**config.mk**
```make
export PLATFORM = sky130hd
export DESIGN_NAME = motion_gesture_segmenter_top
export DESIGN_NICKNAME = d
export VERILOG_FILES = /design/src/hw/rtl/mgs_pkg.sv /design/src/hw/rtl/mgs_magnitude.sv /design/src/hw/rtl/mgs_segmenter.sv /design/src/hw/rtl/motion_gesture_segmenter_top.sv
export SDC_FILE = /design/constraint.sdc
export NUM_CORES = 2
export LEC_CHECK = 0
export BUFFER_PORTS_ARGS = -buffer_cell sky130_fd_sc_hd__clkbuf_2
export CAP_MARGIN = 40
export CELL_PAD_IN_SITES_DETAIL_PLACEMENT = 1
export CELL_PAD_IN_SITES_GLOBAL_PLACEMENT = 2
export CORE_ASPECT_RATIO = 1.5
export CORE_MARGIN = 2
export CORE_UTILIZATION = 47
export CTS_CLUSTER_DIAMETER = 80
export CTS_CLUSTER_SIZE = 14
export DETAILED_ROUTE_END_ITERATION = 6
export HOLD_SLACK_MARGIN = 0.06
export PLACE_DENSITY = 0.89
export SYNTH_ARGS = -nofsm -noshare
export SYNTH_HDL_FRONTEND = slang
export SYNTH_HIERARCHICAL = 1
export SYNTH_SLANG_ARGS = --single-unit
```
**constraint.sdc**
```tcl
create_clock -name clk -period 10.9 [get_ports clk]
set_input_delay 0.545 -clock clk [delete_from_list [all_inputs] [get_ports clk]]
set_output_delay 0.545 -clock clk [all_outputs]
set_load 0.05 [all_outputs]
```
**src/hw/rtl/mgs_pkg.sv**
```systemverilog
// ============================================================================
// mgs_pkg
// Shared types and constants of the motion gesture segmenter: input kinds,
// phase codes, configuration register indexes and the structs that travel
// between the pipeline stages.
// ============================================================================
package mgs_pkg;

    // Fixed field widths
    localparam int LEVEL_W   = 34;
    localparam int HOLD_W    = 16;
    localparam int TARGET_W  = 8;
    localparam int CAPTURE_W = TARGET_W + 1;
    localparam int LENGTH_W  = 16;
    localparam int KIND_W    = 2;
    localparam int PHASE_W   = 3;
    localparam int CFG_IDX_W = 3;

    // Reset values of the configuration registers
    localparam logic [LEVEL_W-1:0] START_LEVEL_RST = LEVEL_W'(268435456);
    localparam logic [HOLD_W-1:0]  START_HOLD_RST  = HOLD_W'(100);
    localparam logic [LEVEL_W-1:0] STOP_LEVEL_RST  = LEVEL_W'(268435456);
    localparam logic [HOLD_W-1:0]  STOP_HOLD_RST   = HOLD_W'(200);

    // Largest reported capture length
    localparam logic [LENGTH_W-1:0] LENGTH_MAX = {LENGTH_W{1'b1}};

    // Kind of an input item
    typedef enum logic [KIND_W-1:0] {
        KIND_SAMPLE  = 2'd0,
        KIND_TICK    = 2'd1,
        KIND_REQUEST = 2'd2
    } kind_t;

    // Phase codes
    typedef enum logic [PHASE_W-1:0] {
        PH_IDLE         = 3'd0,
        PH_ARMED        = 3'd1,
        PH_CAPTURING    = 3'd2,
        PH_RECOGNIZING  = 3'd3,
        PH_CAPTURE_DONE = 3'd4,
        PH_RECOGNIZED   = 3'd5
    } phase_t;

    // Configuration register indexes
    typedef enum logic [CFG_IDX_W-1:0] {
        CFG_START_LEVEL = 3'd0,
        CFG_START_HOLD  = 3'd1,
        CFG_STOP_LEVEL  = 3'd2,
        CFG_STOP_HOLD   = 3'd3
    } cfg_idx_t;

    // Configuration register set
    typedef struct packed {
        logic [LEVEL_W-1:0] start_level_sq;
        logic [HOLD_W-1:0]  start_hold_ms;
        logic [LEVEL_W-1:0] stop_level_sq;
        logic [HOLD_W-1:0]  stop_hold_ms;
    } cfg_t;

    // Control part of an item, carried beside the sample path
    typedef struct packed {
        kind_t                kind;
        logic [CAPTURE_W-1:0] capture_target;
    } ctl_t;

    // One result item
    typedef struct packed {
        logic [LENGTH_W-1:0] capture_length_ms;
        logic [TARGET_W-1:0] training_target;
        logic                ended_as_training;
        logic                segment_ended;
        logic                segment_started;
        logic                sample_in_segment;
        phase_t              phase_code;
    } res_t;

endpackage

```
**src/hw/rtl/mgs_magnitude.sv**
```systemverilog
// ============================================================================
// mgs_magnitude
// Two-stage squared magnitude pipe: squares of the three axes, then their sum.
// Control fields ride along; each stage holds under backpressure.
// ============================================================================
module mgs_magnitude #(
    parameter int SAMPLE_BITS = 16
) (
    input  logic                         clk,
    input  logic                         rst_n,
    input  logic                         in_valid,
    output logic                         in_ready,
    input  mgs_pkg::ctl_t                in_ctl,
    input  logic signed [SAMPLE_BITS-1:0] in_x,
    input  logic signed [SAMPLE_BITS-1:0] in_y,
    input  logic signed [SAMPLE_BITS-1:0] in_z,
    output logic                         out_valid,
    input  logic                         out_ready,
    output mgs_pkg::ctl_t                out_ctl,
    output logic [2*SAMPLE_BITS+1:0]     out_mag
);

    localparam int SQ_BITS  = 2 * SAMPLE_BITS;
    localparam int MAG_BITS = SQ_BITS + 2;

    logic                      sq_valid_reg;
    mgs_pkg::ctl_t             sq_ctl_reg;
    logic [SQ_BITS-1:0]        sq_x_reg;
    logic [SQ_BITS-1:0]        sq_y_reg;
    logic [SQ_BITS-1:0]        sq_z_reg;
    logic                      sum_valid_reg;
    mgs_pkg::ctl_t             sum_ctl_reg;
    logic [MAG_BITS-1:0]       sum_mag_reg;
    logic                      sq_ready;
    logic                      sum_ready;
    logic signed [SQ_BITS-1:0] prod_x;
    logic signed [SQ_BITS-1:0] prod_y;
    logic signed [SQ_BITS-1:0] prod_z;

    // Stage readiness: a stage takes data when empty or draining
    assign sum_ready = !sum_valid_reg || out_ready;
    assign sq_ready  = !sq_valid_reg || sum_ready;
    assign in_ready  = sq_ready;

    // Square each axis
    assign prod_x = in_x * in_x;
    assign prod_y = in_y * in_y;
    assign prod_z = in_z * in_z;

    // Square stage control
    always_ff @(posedge clk or negedge rst_n)
    begin
        if (!rst_n)
        begin
            sq_valid_reg <= 1'b0;
        end
        else if (sq_ready)
        begin
            sq_valid_reg <= in_valid;
        end
    end

    // Square stage payload
    always_ff @(posedge clk)
    begin
        if (sq_ready && in_valid)
        begin
            sq_ctl_reg <= in_ctl;
            sq_x_reg   <= $unsigned(prod_x);
            sq_y_reg   <= $unsigned(prod_y);
            sq_z_reg   <= $unsigned(prod_z);
        end
    end

    // Sum stage control
    always_ff @(posedge clk or negedge rst_n)
    begin
        if (!rst_n)
        begin
            sum_valid_reg <= 1'b0;
        end
        else if (sum_ready)
        begin
            sum_valid_reg <= sq_valid_reg;
        end
    end

    // Sum stage payload
    always_ff @(posedge clk)
    begin
        if (sum_ready && sq_valid_reg)
        begin
            sum_ctl_reg <= sq_ctl_reg;
            sum_mag_reg <= MAG_BITS'(sq_x_reg) + MAG_BITS'(sq_y_reg) + MAG_BITS'(sq_z_reg);
        end
    end

    assign out_valid = sum_valid_reg;
    assign out_ctl   = sum_ctl_reg;
    assign out_mag   = sum_mag_reg;

endmodule

```
**src/hw/rtl/mgs_segmenter.sv**
```systemverilog
// ============================================================================
// mgs_segmenter
// Segment and capture state update with the result register. Compares the
// squared magnitude with the start and stop levels, runs the hold and length
// timers, and loads one result per sample or capture request.
// ============================================================================
module mgs_segmenter #(
    parameter int TIMER_BITS = 16,
    parameter int MAG_BITS   = 34
) (
    input  logic                clk,
    input  logic                rst_n,
    input  mgs_pkg::cfg_t       cfg,
    input  logic                in_valid,
    output logic                in_ready,
    input  mgs_pkg::ctl_t       in_ctl,
    input  logic [MAG_BITS-1:0] in_mag,
    output logic                out_valid,
    input  logic                out_ready,
    output mgs_pkg::res_t       out_res
);

    localparam int CMP_BITS = (MAG_BITS > mgs_pkg::LEVEL_W) ? MAG_BITS : mgs_pkg::LEVEL_W;
    localparam int CNT_BITS = (TIMER_BITS > mgs_pkg::LENGTH_W) ? TIMER_BITS
                                                                : mgs_pkg::LENGTH_W;
    localparam logic [TIMER_BITS-1:0] TIMER_MAX = {TIMER_BITS{1'b1}};

    // State registers
    logic                          segment_active_reg;
    logic                          segment_active_next;
    logic                          capture_armed_reg;
    logic                          capture_armed_next;
    logic [mgs_pkg::TARGET_W-1:0]  armed_target_reg;
    logic [mgs_pkg::TARGET_W-1:0]  armed_target_next;
    mgs_pkg::phase_t               phase_reg;
    mgs_pkg::phase_t               phase_next;
    logic [TIMER_BITS-1:0]         hold_ticks_reg;
    logic [TIMER_BITS-1:0]         hold_ticks_next;
    logic [TIMER_BITS-1:0]         length_ticks_reg;
    logic [TIMER_BITS-1:0]         length_ticks_next;
    logic                          out_valid_reg;
    logic                          out_valid_next;
    mgs_pkg::res_t                 res_reg;
    mgs_pkg::res_t                 res_next;

    // Decisions
    logic accept;
    logic is_sample;
    logic is_request;
    logic mag_above;
    logic mag_below;
    logic start_hold_met;
    logic stop_hold_met;
    logic start_fire;
    logic end_fire;
    logic cancel;
    logic [TIMER_BITS-1:0]         hold_inc;
    logic [TIMER_BITS-1:0]         length_inc;
    logic [mgs_pkg::LENGTH_W-1:0]  length_sat;

    assign in_ready = !out_valid_reg || out_ready;
    assign accept   = in_valid && in_ready;

    // Compare magnitude and timers
    always_comb
    begin
        is_sample      = (in_ctl.kind == mgs_pkg::KIND_SAMPLE);
        is_request     = (in_ctl.kind == mgs_pkg::KIND_REQUEST);
        cancel         = in_ctl.capture_target[mgs_pkg::CAPTURE_W-1];
        mag_above      = CMP_BITS'(in_mag) > CMP_BITS'(cfg.start_level_sq);
        mag_below      = CMP_BITS'(in_mag) < CMP_BITS'(cfg.stop_level_sq);
        start_hold_met = CNT_BITS'(hold_ticks_reg) >= CNT_BITS'(cfg.start_hold_ms);
        stop_hold_met  = CNT_BITS'(hold_ticks_reg) >= CNT_BITS'(cfg.stop_hold_ms);
        start_fire     = is_sample && !segment_active_reg && mag_above && start_hold_met;
        end_fire       = is_sample && segment_active_reg && mag_below && stop_hold_met;
        hold_inc       = (hold_ticks_reg == TIMER_MAX) ? TIMER_MAX : hold_ticks_reg + 1'b1;
        length_inc     = (length_ticks_reg == TIMER_MAX) ? TIMER_MAX
                                                         : length_ticks_reg + 1'b1;
        if (CNT_BITS'(length_ticks_reg) > CNT_BITS'(mgs_pkg::LENGTH_MAX))
        begin
            length_sat = mgs_pkg::LENGTH_MAX;
        end
        else
        begin
            length_sat = mgs_pkg::LENGTH_W'(CNT_BITS'(length_ticks_reg));
        end
    end

    // Next state
    always_comb
    begin
        segment_active_next = segment_active_reg;
        capture_armed_next  = capture_armed_reg;
        armed_target_next   = armed_target_reg;
        phase_next          = phase_reg;
        hold_ticks_next     = hold_ticks_reg;
        length_ticks_next   = length_ticks_reg;
        case (in_ctl.kind)
            mgs_pkg::KIND_TICK:
            begin
                hold_ticks_next   = hold_inc;
                length_ticks_next = length_inc;
            end
            mgs_pkg::KIND_REQUEST:
            begin
                hold_ticks_next = '0;
                if (!capture_armed_reg && !cancel)
                begin
                    capture_armed_next = 1'b1;
                    armed_target_next  = in_ctl.capture_target[mgs_pkg::TARGET_W-1:0];
                    phase_next         = mgs_pkg::PH_ARMED;
                end
                else
                begin
                    capture_armed_next = 1'b0;
                    phase_next         = mgs_pkg::PH_IDLE;
                end
            end
            mgs_pkg::KIND_SAMPLE:
            begin
                if (segment_active_reg)
                begin
                    phase_next = capture_armed_reg ? mgs_pkg::PH_CAPTURING
                                                   : mgs_pkg::PH_RECOGNIZING;
                    if (!mag_below)
                    begin
                        hold_ticks_next = '0;
                    end
                    else if (stop_hold_met)
                    begin
                        phase_next = capture_armed_reg ? mgs_pkg::PH_CAPTURE_DONE
                                                       : mgs_pkg::PH_RECOGNIZED;
                        capture_armed_next  = 1'b0;
                        segment_active_next = 1'b0;
                        hold_ticks_next     = '0;
                    end
                end
                else
                begin
                    if (!mag_above)
                    begin
                        hold_ticks_next = '0;
                        phase_next = capture_armed_reg ? mgs_pkg::PH_ARMED
                                                       : mgs_pkg::PH_IDLE;
                    end
                    else if (start_hold_met)
                    begin
                        segment_active_next = 1'b1;
                        hold_ticks_next     = '0;
                        if (capture_armed_reg)
                        begin
                            length_ticks_next = '0;
                        end
                    end
                end
            end
            default:
            begin
                // unused kind: leave state alone
            end
        endcase
    end

    // Result fields and output valid
    always_comb
    begin
        res_next.phase_code        = phase_next;
        res_next.sample_in_segment = is_sample && segment_active_reg;
        res_next.segment_started   = start_fire;
        res_next.segment_ended     = end_fire;
        res_next.ended_as_training = end_fire && capture_armed_reg;
        res_next.training_target   = (end_fire && capture_armed_reg) ? armed_target_reg : '0;
        res_next.capture_length_ms = (end_fire && capture_armed_reg) ? length_sat : '0;
        if (accept)
        begin
            out_valid_next = is_sample || is_request;
        end
        else
        begin
            out_valid_next = out_valid_reg && !out_ready;
        end
    end

    // State registers
    always_ff @(posedge clk or negedge rst_n)
    begin
        if (!rst_n)
        begin
            segment_active_reg <= 1'b0;
            capture_armed_reg  <= 1'b0;
            armed_target_reg   <= '0;
            phase_reg          <= mgs_pkg::PH_IDLE;
            hold_ticks_reg     <= '0;
            length_ticks_reg   <= '0;
            out_valid_reg      <= 1'b0;
        end
        else
        begin
            out_valid_reg <= out_valid_next;
            if (accept)
            begin
                segment_active_reg <= segment_active_next;
                capture_armed_reg  <= capture_armed_next;
                armed_target_reg   <= armed_target_next;
                phase_reg          <= phase_next;
                hold_ticks_reg     <= hold_ticks_next;
                length_ticks_reg   <= length_ticks_next;
            end
        end
    end

    // Result register
    always_ff @(posedge clk)
    begin
        if (accept && (is_sample || is_request))
        begin
            res_reg <= res_next;
        end
    end

    assign out_valid = out_valid_reg;
    assign out_res   = res_reg;

    // A held result always matches the state left by its own item
    a_phase_match: assert property (@(posedge clk) disable iff (!rst_n)
        out_valid_reg |-> (res_reg.phase_code == phase_reg))
        else $error("result phase differs from phase state");

    a_started_active: assert property (@(posedge clk) disable iff (!rst_n)
        (out_valid_reg && res_reg.segment_started) |-> segment_active_reg)
        else $error("segment start reported but segment not active");

    a_ended_inactive: assert property (@(posedge clk) disable iff (!rst_n)
        (out_valid_reg && res_reg.segment_ended) |-> (!segment_active_reg && !capture_armed_reg))
        else $error("segment end reported but segment or capture still running");

    a_training_done: assert property (@(posedge clk) disable iff (!rst_n)
        (out_valid_reg && res_reg.ended_as_training) |->
        (res_reg.segment_ended && (phase_reg == mgs_pkg::PH_CAPTURE_DONE)))
        else $error("training end without capture done phase");

    a_ended_flag: assert property (@(posedge clk) disable iff (!rst_n)
        (accept && end_fire) |=> (out_valid_reg && res_reg.segment_ended))
        else $error("segment end lost");

endmodule

```
**src/hw/rtl/motion_gesture_segmenter_top.sv**
```systemverilog
// ============================================================================
// motion_gesture_segmenter_top
// Splits a 3-axis accelerometer stream into gesture segments with start and
// stop levels on the squared magnitude and millisecond hold times, and tracks
// training capture requests.
//
//  channel  | direction | handshake            | content
//  ---------+-----------+----------------------+------------------------------
//  s_axis   | in        | s_tvalid / s_tready  | sample, tick or capture request
//  m_axis   | out       | m_tvalid / m_tready  | one result per sample/request
//  cfg      | in        | cfg_valid / cfg_ready| register index and value
//
// Throughput is one item per cycle while m_axis does not stall; a result appears on m_axis
// once its item has passed the input register, squares, sum and state update.
// Ticks pass through the pipe and update the timers without a result; unused
// kinds pass through and are dropped.
// Backpressure on m_axis stalls only as far as stages are full; bubbles collapse.
// Reset clears the valid flags and segment state and loads the configuration
// defaults; cfg_ready is always high and writes take effect at once.
// ============================================================================
module motion_gesture_segmenter_top #(
    parameter int SAMPLE_BITS = 16,
    parameter int TIMER_BITS  = 16
) (
    input  logic clk,
    input  logic rst_n,

    // s_tdata fields, low to high: accel_x, accel_y, accel_z, capture_target
    input  logic [((3*SAMPLE_BITS+mgs_pkg::CAPTURE_W+7)/8)*8-1:0] s_tdata,
    // s_tuser fields: kind
    input  logic [mgs_pkg::KIND_W-1:0]                            s_tuser,
    input  logic                                                  s_tvalid,
    output logic                                                  s_tready,

    // m_tdata fields, low to high: phase_code, sample_in_segment,
    // segment_started, segment_ended, ended_as_training, training_target,
    // capture_length_ms
    output logic [31:0]                                           m_tdata,
    output logic                                                  m_tvalid,
    input  logic                                                  m_tready,

    input  logic                                                  cfg_valid,
    output logic                                                  cfg_ready,
    input  logic [mgs_pkg::CFG_IDX_W-1:0]                         cfg_index,
    input  logic [mgs_pkg::LEVEL_W-1:0]                           cfg_data
);

    localparam int MAG_BITS = 2 * SAMPLE_BITS + 2;
    localparam int TGT_LSB  = 3 * SAMPLE_BITS;

    mgs_pkg::cfg_t                 cfg_reg;
    logic                          in_valid_reg;
    mgs_pkg::ctl_t                 in_ctl_reg;
    logic signed [SAMPLE_BITS-1:0] in_x_reg;
    logic signed [SAMPLE_BITS-1:0] in_y_reg;
    logic signed [SAMPLE_BITS-1:0] in_z_reg;
    logic                          mag_in_ready;
    logic                          mag_valid;
    logic                          seg_ready;
    mgs_pkg::ctl_t                 mag_ctl;
    logic [MAG_BITS-1:0]           mag_value;
    mgs_pkg::res_t                 res;
    logic                          in_take;

    // Configuration writes
    assign cfg_ready = 1'b1;

    always_ff @(posedge clk or negedge rst_n)
    begin
        if (!rst_n)
        begin
            cfg_reg.start_level_sq <= mgs_pkg::START_LEVEL_RST;
            cfg_reg.start_hold_ms  <= mgs_pkg::START_HOLD_RST;
            cfg_reg.stop_level_sq  <= mgs_pkg::STOP_LEVEL_RST;
            cfg_reg.stop_hold_ms   <= mgs_pkg::STOP_HOLD_RST;
        end
        else if (cfg_valid)
        begin
            case (mgs_pkg::cfg_idx_t'(cfg_index))
                mgs_pkg::CFG_START_LEVEL: cfg_reg.start_level_sq <= cfg_data;
                mgs_pkg::CFG_START_HOLD:  cfg_reg.start_hold_ms  <= cfg_data[mgs_pkg::HOLD_W-1:0];
                mgs_pkg::CFG_STOP_LEVEL:  cfg_reg.stop_level_sq  <= cfg_data;
                mgs_pkg::CFG_STOP_HOLD:   cfg_reg.stop_hold_ms   <= cfg_data[mgs_pkg::HOLD_W-1:0];
                default:
                begin
                    // drop writes beyond the register list
                end
            endcase
        end
    end

    // Input register
    assign s_tready = !in_valid_reg || mag_in_ready;
    assign in_take  = s_tvalid && s_tready;

    always_ff @(posedge clk or negedge rst_n)
    begin
        if (!rst_n)
        begin
            in_valid_reg <= 1'b0;
        end
        else if (s_tready)
        begin
            in_valid_reg <= s_tvalid;
        end
    end

    always_ff @(posedge clk)
    begin
        if (in_take)
        begin
            in_ctl_reg.kind           <= mgs_pkg::kind_t'(s_tuser);
            in_ctl_reg.capture_target <= s_tdata[TGT_LSB +: mgs_pkg::CAPTURE_W];
            in_x_reg                  <= s_tdata[0 +: SAMPLE_BITS];
            in_y_reg                  <= s_tdata[SAMPLE_BITS +: SAMPLE_BITS];
            in_z_reg                  <= s_tdata[2*SAMPLE_BITS +: SAMPLE_BITS];
        end
    end

    // Squared magnitude pipe
    mgs_magnitude #(
        .SAMPLE_BITS (SAMPLE_BITS)
    ) u_magnitude (
        .clk       (clk),
        .rst_n     (rst_n),
        .in_valid  (in_valid_reg),
        .in_ready  (mag_in_ready),
        .in_ctl    (in_ctl_reg),
        .in_x      (in_x_reg),
        .in_y      (in_y_reg),
        .in_z      (in_z_reg),
        .out_valid (mag_valid),
        .out_ready (seg_ready),
        .out_ctl   (mag_ctl),
        .out_mag   (mag_value)
    );

    // Segment state and result register
    mgs_segmenter #(
        .TIMER_BITS (TIMER_BITS),
        .MAG_BITS   (MAG_BITS)
    ) u_segmenter (
        .clk       (clk),
        .rst_n     (rst_n),
        .cfg       (cfg_reg),
        .in_valid  (mag_valid),
        .in_ready  (seg_ready),
        .in_ctl    (mag_ctl),
        .in_mag    (mag_value),
        .out_valid (m_tvalid),
        .out_ready (m_tready),
        .out_res   (res)
    );

    // Pack the result
    assign m_tdata = {1'b0,
                      res.capture_length_ms,
                      res.training_target,
                      res.ended_as_training,
                      res.segment_ended,
                      res.segment_started,
                      res.sample_in_segment,
                      res.phase_code};

endmodule
```
==> results.md <==
- Status: completed
- Setup crit end kind: flop
- Final net count: around 5700
- Required time worst endpoint: approximately 11 ns
- Max-cap violations: 0
- Via count: between 30000 and 40000
- # setup viols final: 0
- CTS H-tree depth: 2
- Routed wire length: around 120000 microns
- Mapped Cells: about 4300
- Asr flop ratio synth: around two fifths
- Hold Path Depth: 1
- Antenna Nets Post-Route: 0
- Hold path startpoint: s_tdata[32]
- DR WL met3: just over 2000 microns
- Iteration-0 DRC count of the detailed router: about 1300
- Share of layout cells above drive strength 1: under 10%
- Total grt overflow: 0
- RSZ-0062 raised after global routing: false
- Critical Setup Path Class: flop to flop
- Post-synth cell types: 93
- Clock Latency Late Sink: 0.60 ns
- Met1 wire length: around 42000 microns
- Drt first pass iters: 5
- Core footprint: ~96000 sq um
- Mean post-synth cell area: 10.5 sq um
- Port Buffers: around 130
- Final Hold Viols: 0
- Worst clock skew: ~0.031 ns
- Vias in the first global route: about 35000
- CP max FO: 19
- Vias per cell: roughly 5.3
- I/O pin cnt: about 140
- Slew Viols, Final: 0
- Routed len/inst: around 20 microns
- Actual slew at the worst max-slew pin: roughly 0.9 ns
- RD Place Congestion: 0.852
- Cell area after technology mapping: 45400 sq um
- Most used DFF post-synth: edfxtp_1
- Worst path cell trace: inv_1, nor2_1, fa_1, fa_1, fa_1, fa_1, fa_1, inv_1, fa_1, inv_1, ha_1, and3_1, and3_1, a2111oi_0, nor3_1, a211o_1, a21oi_1, xnor2_1
- Root buffer cell: clkbuf_16
- CTS Buf Count: 37
- Area leader, netlist: fa_1
- Clock transition at path regs: about 0.070 ns
- Fmax: 0.129 GHz
- Critical Path Max Stage Delay: approximately 0.93 ns
- Period Utilization, post-route: between 70% and 80%
- DP Wirelength: 94200 microns
- Crit path top cell by count: fa_1
- Worst setup SP type: flop
- Top cell type's share of synthesized area: 32.4%
- Number of synthesized flops with an enable pin: about 240
- Clock sink count: ~390
- Hold EP: in_z_reg[0]$_DFFE_PP_
- CP max stage cell: fa_1
- Max FFs per register: 100
- Data arrival, critical path: slightly above 8 ns
- Setup TNS: 0 ns
- Die X: 258 microns
- #FFs+latches synth: 388
- Top Metal Used: met4
- Register area share after synthesis: roughly 24%
- Largest net degree at the start of global routing: between 80 and 90
- FP Rows: around 140
- Area Overhead vs Synth: 7.22%
- Reg-to-reg endpoint: u_magnitude/sq_y_reg[31]$_DFFE_PP_
- Die footprint: approximately 99000 sq um
- First-pass GRT wire length: roughly 190000 microns
- Met2 routed WL: approximately 67000 microns
- Worst r2r src: in_y_reg[15]$_DFFE_PP_
- Initial Util: approximately 47%
- Longest Clk Path Bufs: 3
- Fill cells: 10600
- Post_cts resized: 0
- CTS tree: done
- Max_slew headroom: 40.3%
- Fin crit period: 7.74 ns
- Initial antenna violation count: 0
- GRT Util Overall: between 20% and 30%
- Top cells by area, synth: fa_1 (32%), edfxtp_1 (16%), ha_1 (11%), inv_1 (9.0%), dfrtp_1 (7.8%)
- Reg2reg setup slack: ~3.2 ns
- Worst Reg2Reg Path Length in Cells: 18
- Yosys Warn Count: 6
- DRC: 0
- Worst Hold Class: input port to flop
- Die Y: ~380 microns
[stage by stage]
step	cells	hold slack (ns)	setup slack (ns)	utilization [%]	area (sq um)
floorplan	4343	0.249	4.33	-	45400
global placement	5655	0.401	3.25	49.4	47300
detailed placement	5665	0.406	3.09	49.6	47500
CTS	5734	0.0740	3.11	50.9	48600
global route	5734	0.0920	2.67	50.9	48600
finish	5735	0.121	3.16	50.9	48600
[worst max-delay path, delay by kind of cell, from the launching register on]
kind                     cells  cell delay (ns)
AND/OR/NAND/NOR              4             0.96
XOR/XNOR                     1             0.09
flip-flops                   1             0.87
adder cells (fa/ha/maj)      7             3.96
AO/OA/AOI/OAI                3             0.94
buffers and inverters        3             0.66
[how the worst max path moves through the flow]
stage / startpoint / end / slack [ns] / cells after the start
6_report: in_y_reg[15]$_DFFE_PP_ / u_magnitude/sq_y_reg[31]$_DFFE_PP_ / 3.16 / 18
4_1_cts: in_y_reg[15]$_DFFE_PP_ / u_magnitude/sq_y_reg[31]$_DFFE_PP_ / 3.11 / 18
3_3_place_gp: in_y_reg[15]$_DFFE_PP_ / u_magnitude/sq_y_reg[31]$_DFFE_PP_ / 3.25 / 18
5_1_grt: in_y_reg[15]$_DFFE_PP_ / u_magnitude/sq_y_reg[31]$_DFFE_PP_ / 2.67 / 18
2_1_floorplan: in_y_reg[15]$_DFFE_PP_ / u_magnitude/sq_y_reg[31]$_DFFE_PP_ / 4.33 / 21
3_5_place_dp: in_y_reg[15]$_DFFE_PP_ / u_magnitude/sq_y_reg[31]$_DFFE_PP_ / 3.09 / 18
[synthesized netlist by cell type, types with 48 or more instances]
cell type,n
a21o_1,67
a21oi_1,161
and2_1,146
clkbuf_1,75
dfrtp_1,141
edfxtp_1,239
fa_1,734
ha_1,401
inv_1,1086
mux2_2,108
nand2_1,303
nand3_1,48
nor2_1,172
o21ai_0,66
xnor2_1,125
[cell families after synthesis]
| family | synth area share [%] |
|---|---|
| AO/OA/AOI/OAI | 7.39 |
| XOR/XNOR | 3.11 |
| adder cells (fa/ha/maj) | 43.4 |
| buffers and inverters | 10.0 |
| flip-flops | 24.1 |
| multiplexers | 2.86 |
| other | 0.0248 |
| AND/OR/NAND/NOR | 9.08 |
[layout make-up]
type	count	area, sq um	area share [%]
clock inverter	12	166	0.342
sequential	388	10900	22.4
tap	1269	1590	3.26
clock buffer	56	997	2.05
multi-input combinational	2767	29900	61.6
antenna	1	2.50	0.00514
inverter	1086	4080	8.38
timing repair buffer	156	955	1.96
[placed cells by master, fill, tap and decap left out, types with 8 or more instances in the layout]
| cell type | instances |
|---|---|
| inv_1 | 1086 |
| fa_1 | 734 |
| ha_1 | 401 |
| nand2_1 | 303 |
| edfxtp_1 | 239 |
| nor2_1 | 172 |
| a21oi_1 | 161 |
| and2_1 | 143 |
| dfrtp_1 | 141 |
| clkbuf_2 | 132 |
| xnor2_1 | 125 |
| mux2_2 | 108 |
| a21o_1 | 67 |
| o21ai_0 | 66 |
| nand3_1 | 48 |
| clkbuf_16 | 37 |
| xor2_1 | 36 |
| nand2b_1 | 31 |
| nor3_1 | 28 |
| nand4_1 | 26 |
| a31oi_1 | 26 |
| nor2b_1 | 21 |
| clkbuf_1 | 19 |
| and3_1 | 18 |
| a211oi_1 | 16 |
| o31ai_1 | 15 |
| a31o_2 | 14 |
| o21bai_1 | 14 |
| buf_4 | 13 |
| o21a_1 | 12 |
| a21oi_2 | 12 |
| o21ai_1 | 11 |
| o211ai_1 | 10 |
| nor4_1 | 10 |
| dfstp_2 | 8 |
| or2_2 | 8 |
[layer usage]
metal  vias to the layer above  GRT usage, %
li1                      13800             -
met1                     15900          25.7
met2                       402          49.2
met3                       182          1.69
met4                         0          7.73
met5                         -             0
[what timing repair did]
item	in CTS	in global routing
setup buffers	0	0
hold buffers	1	0
hold endpoints to repair	74	0
Power is not shown: default switching activity piles up to over one toggle a cycle in this logic, so the estimate is an artifact.
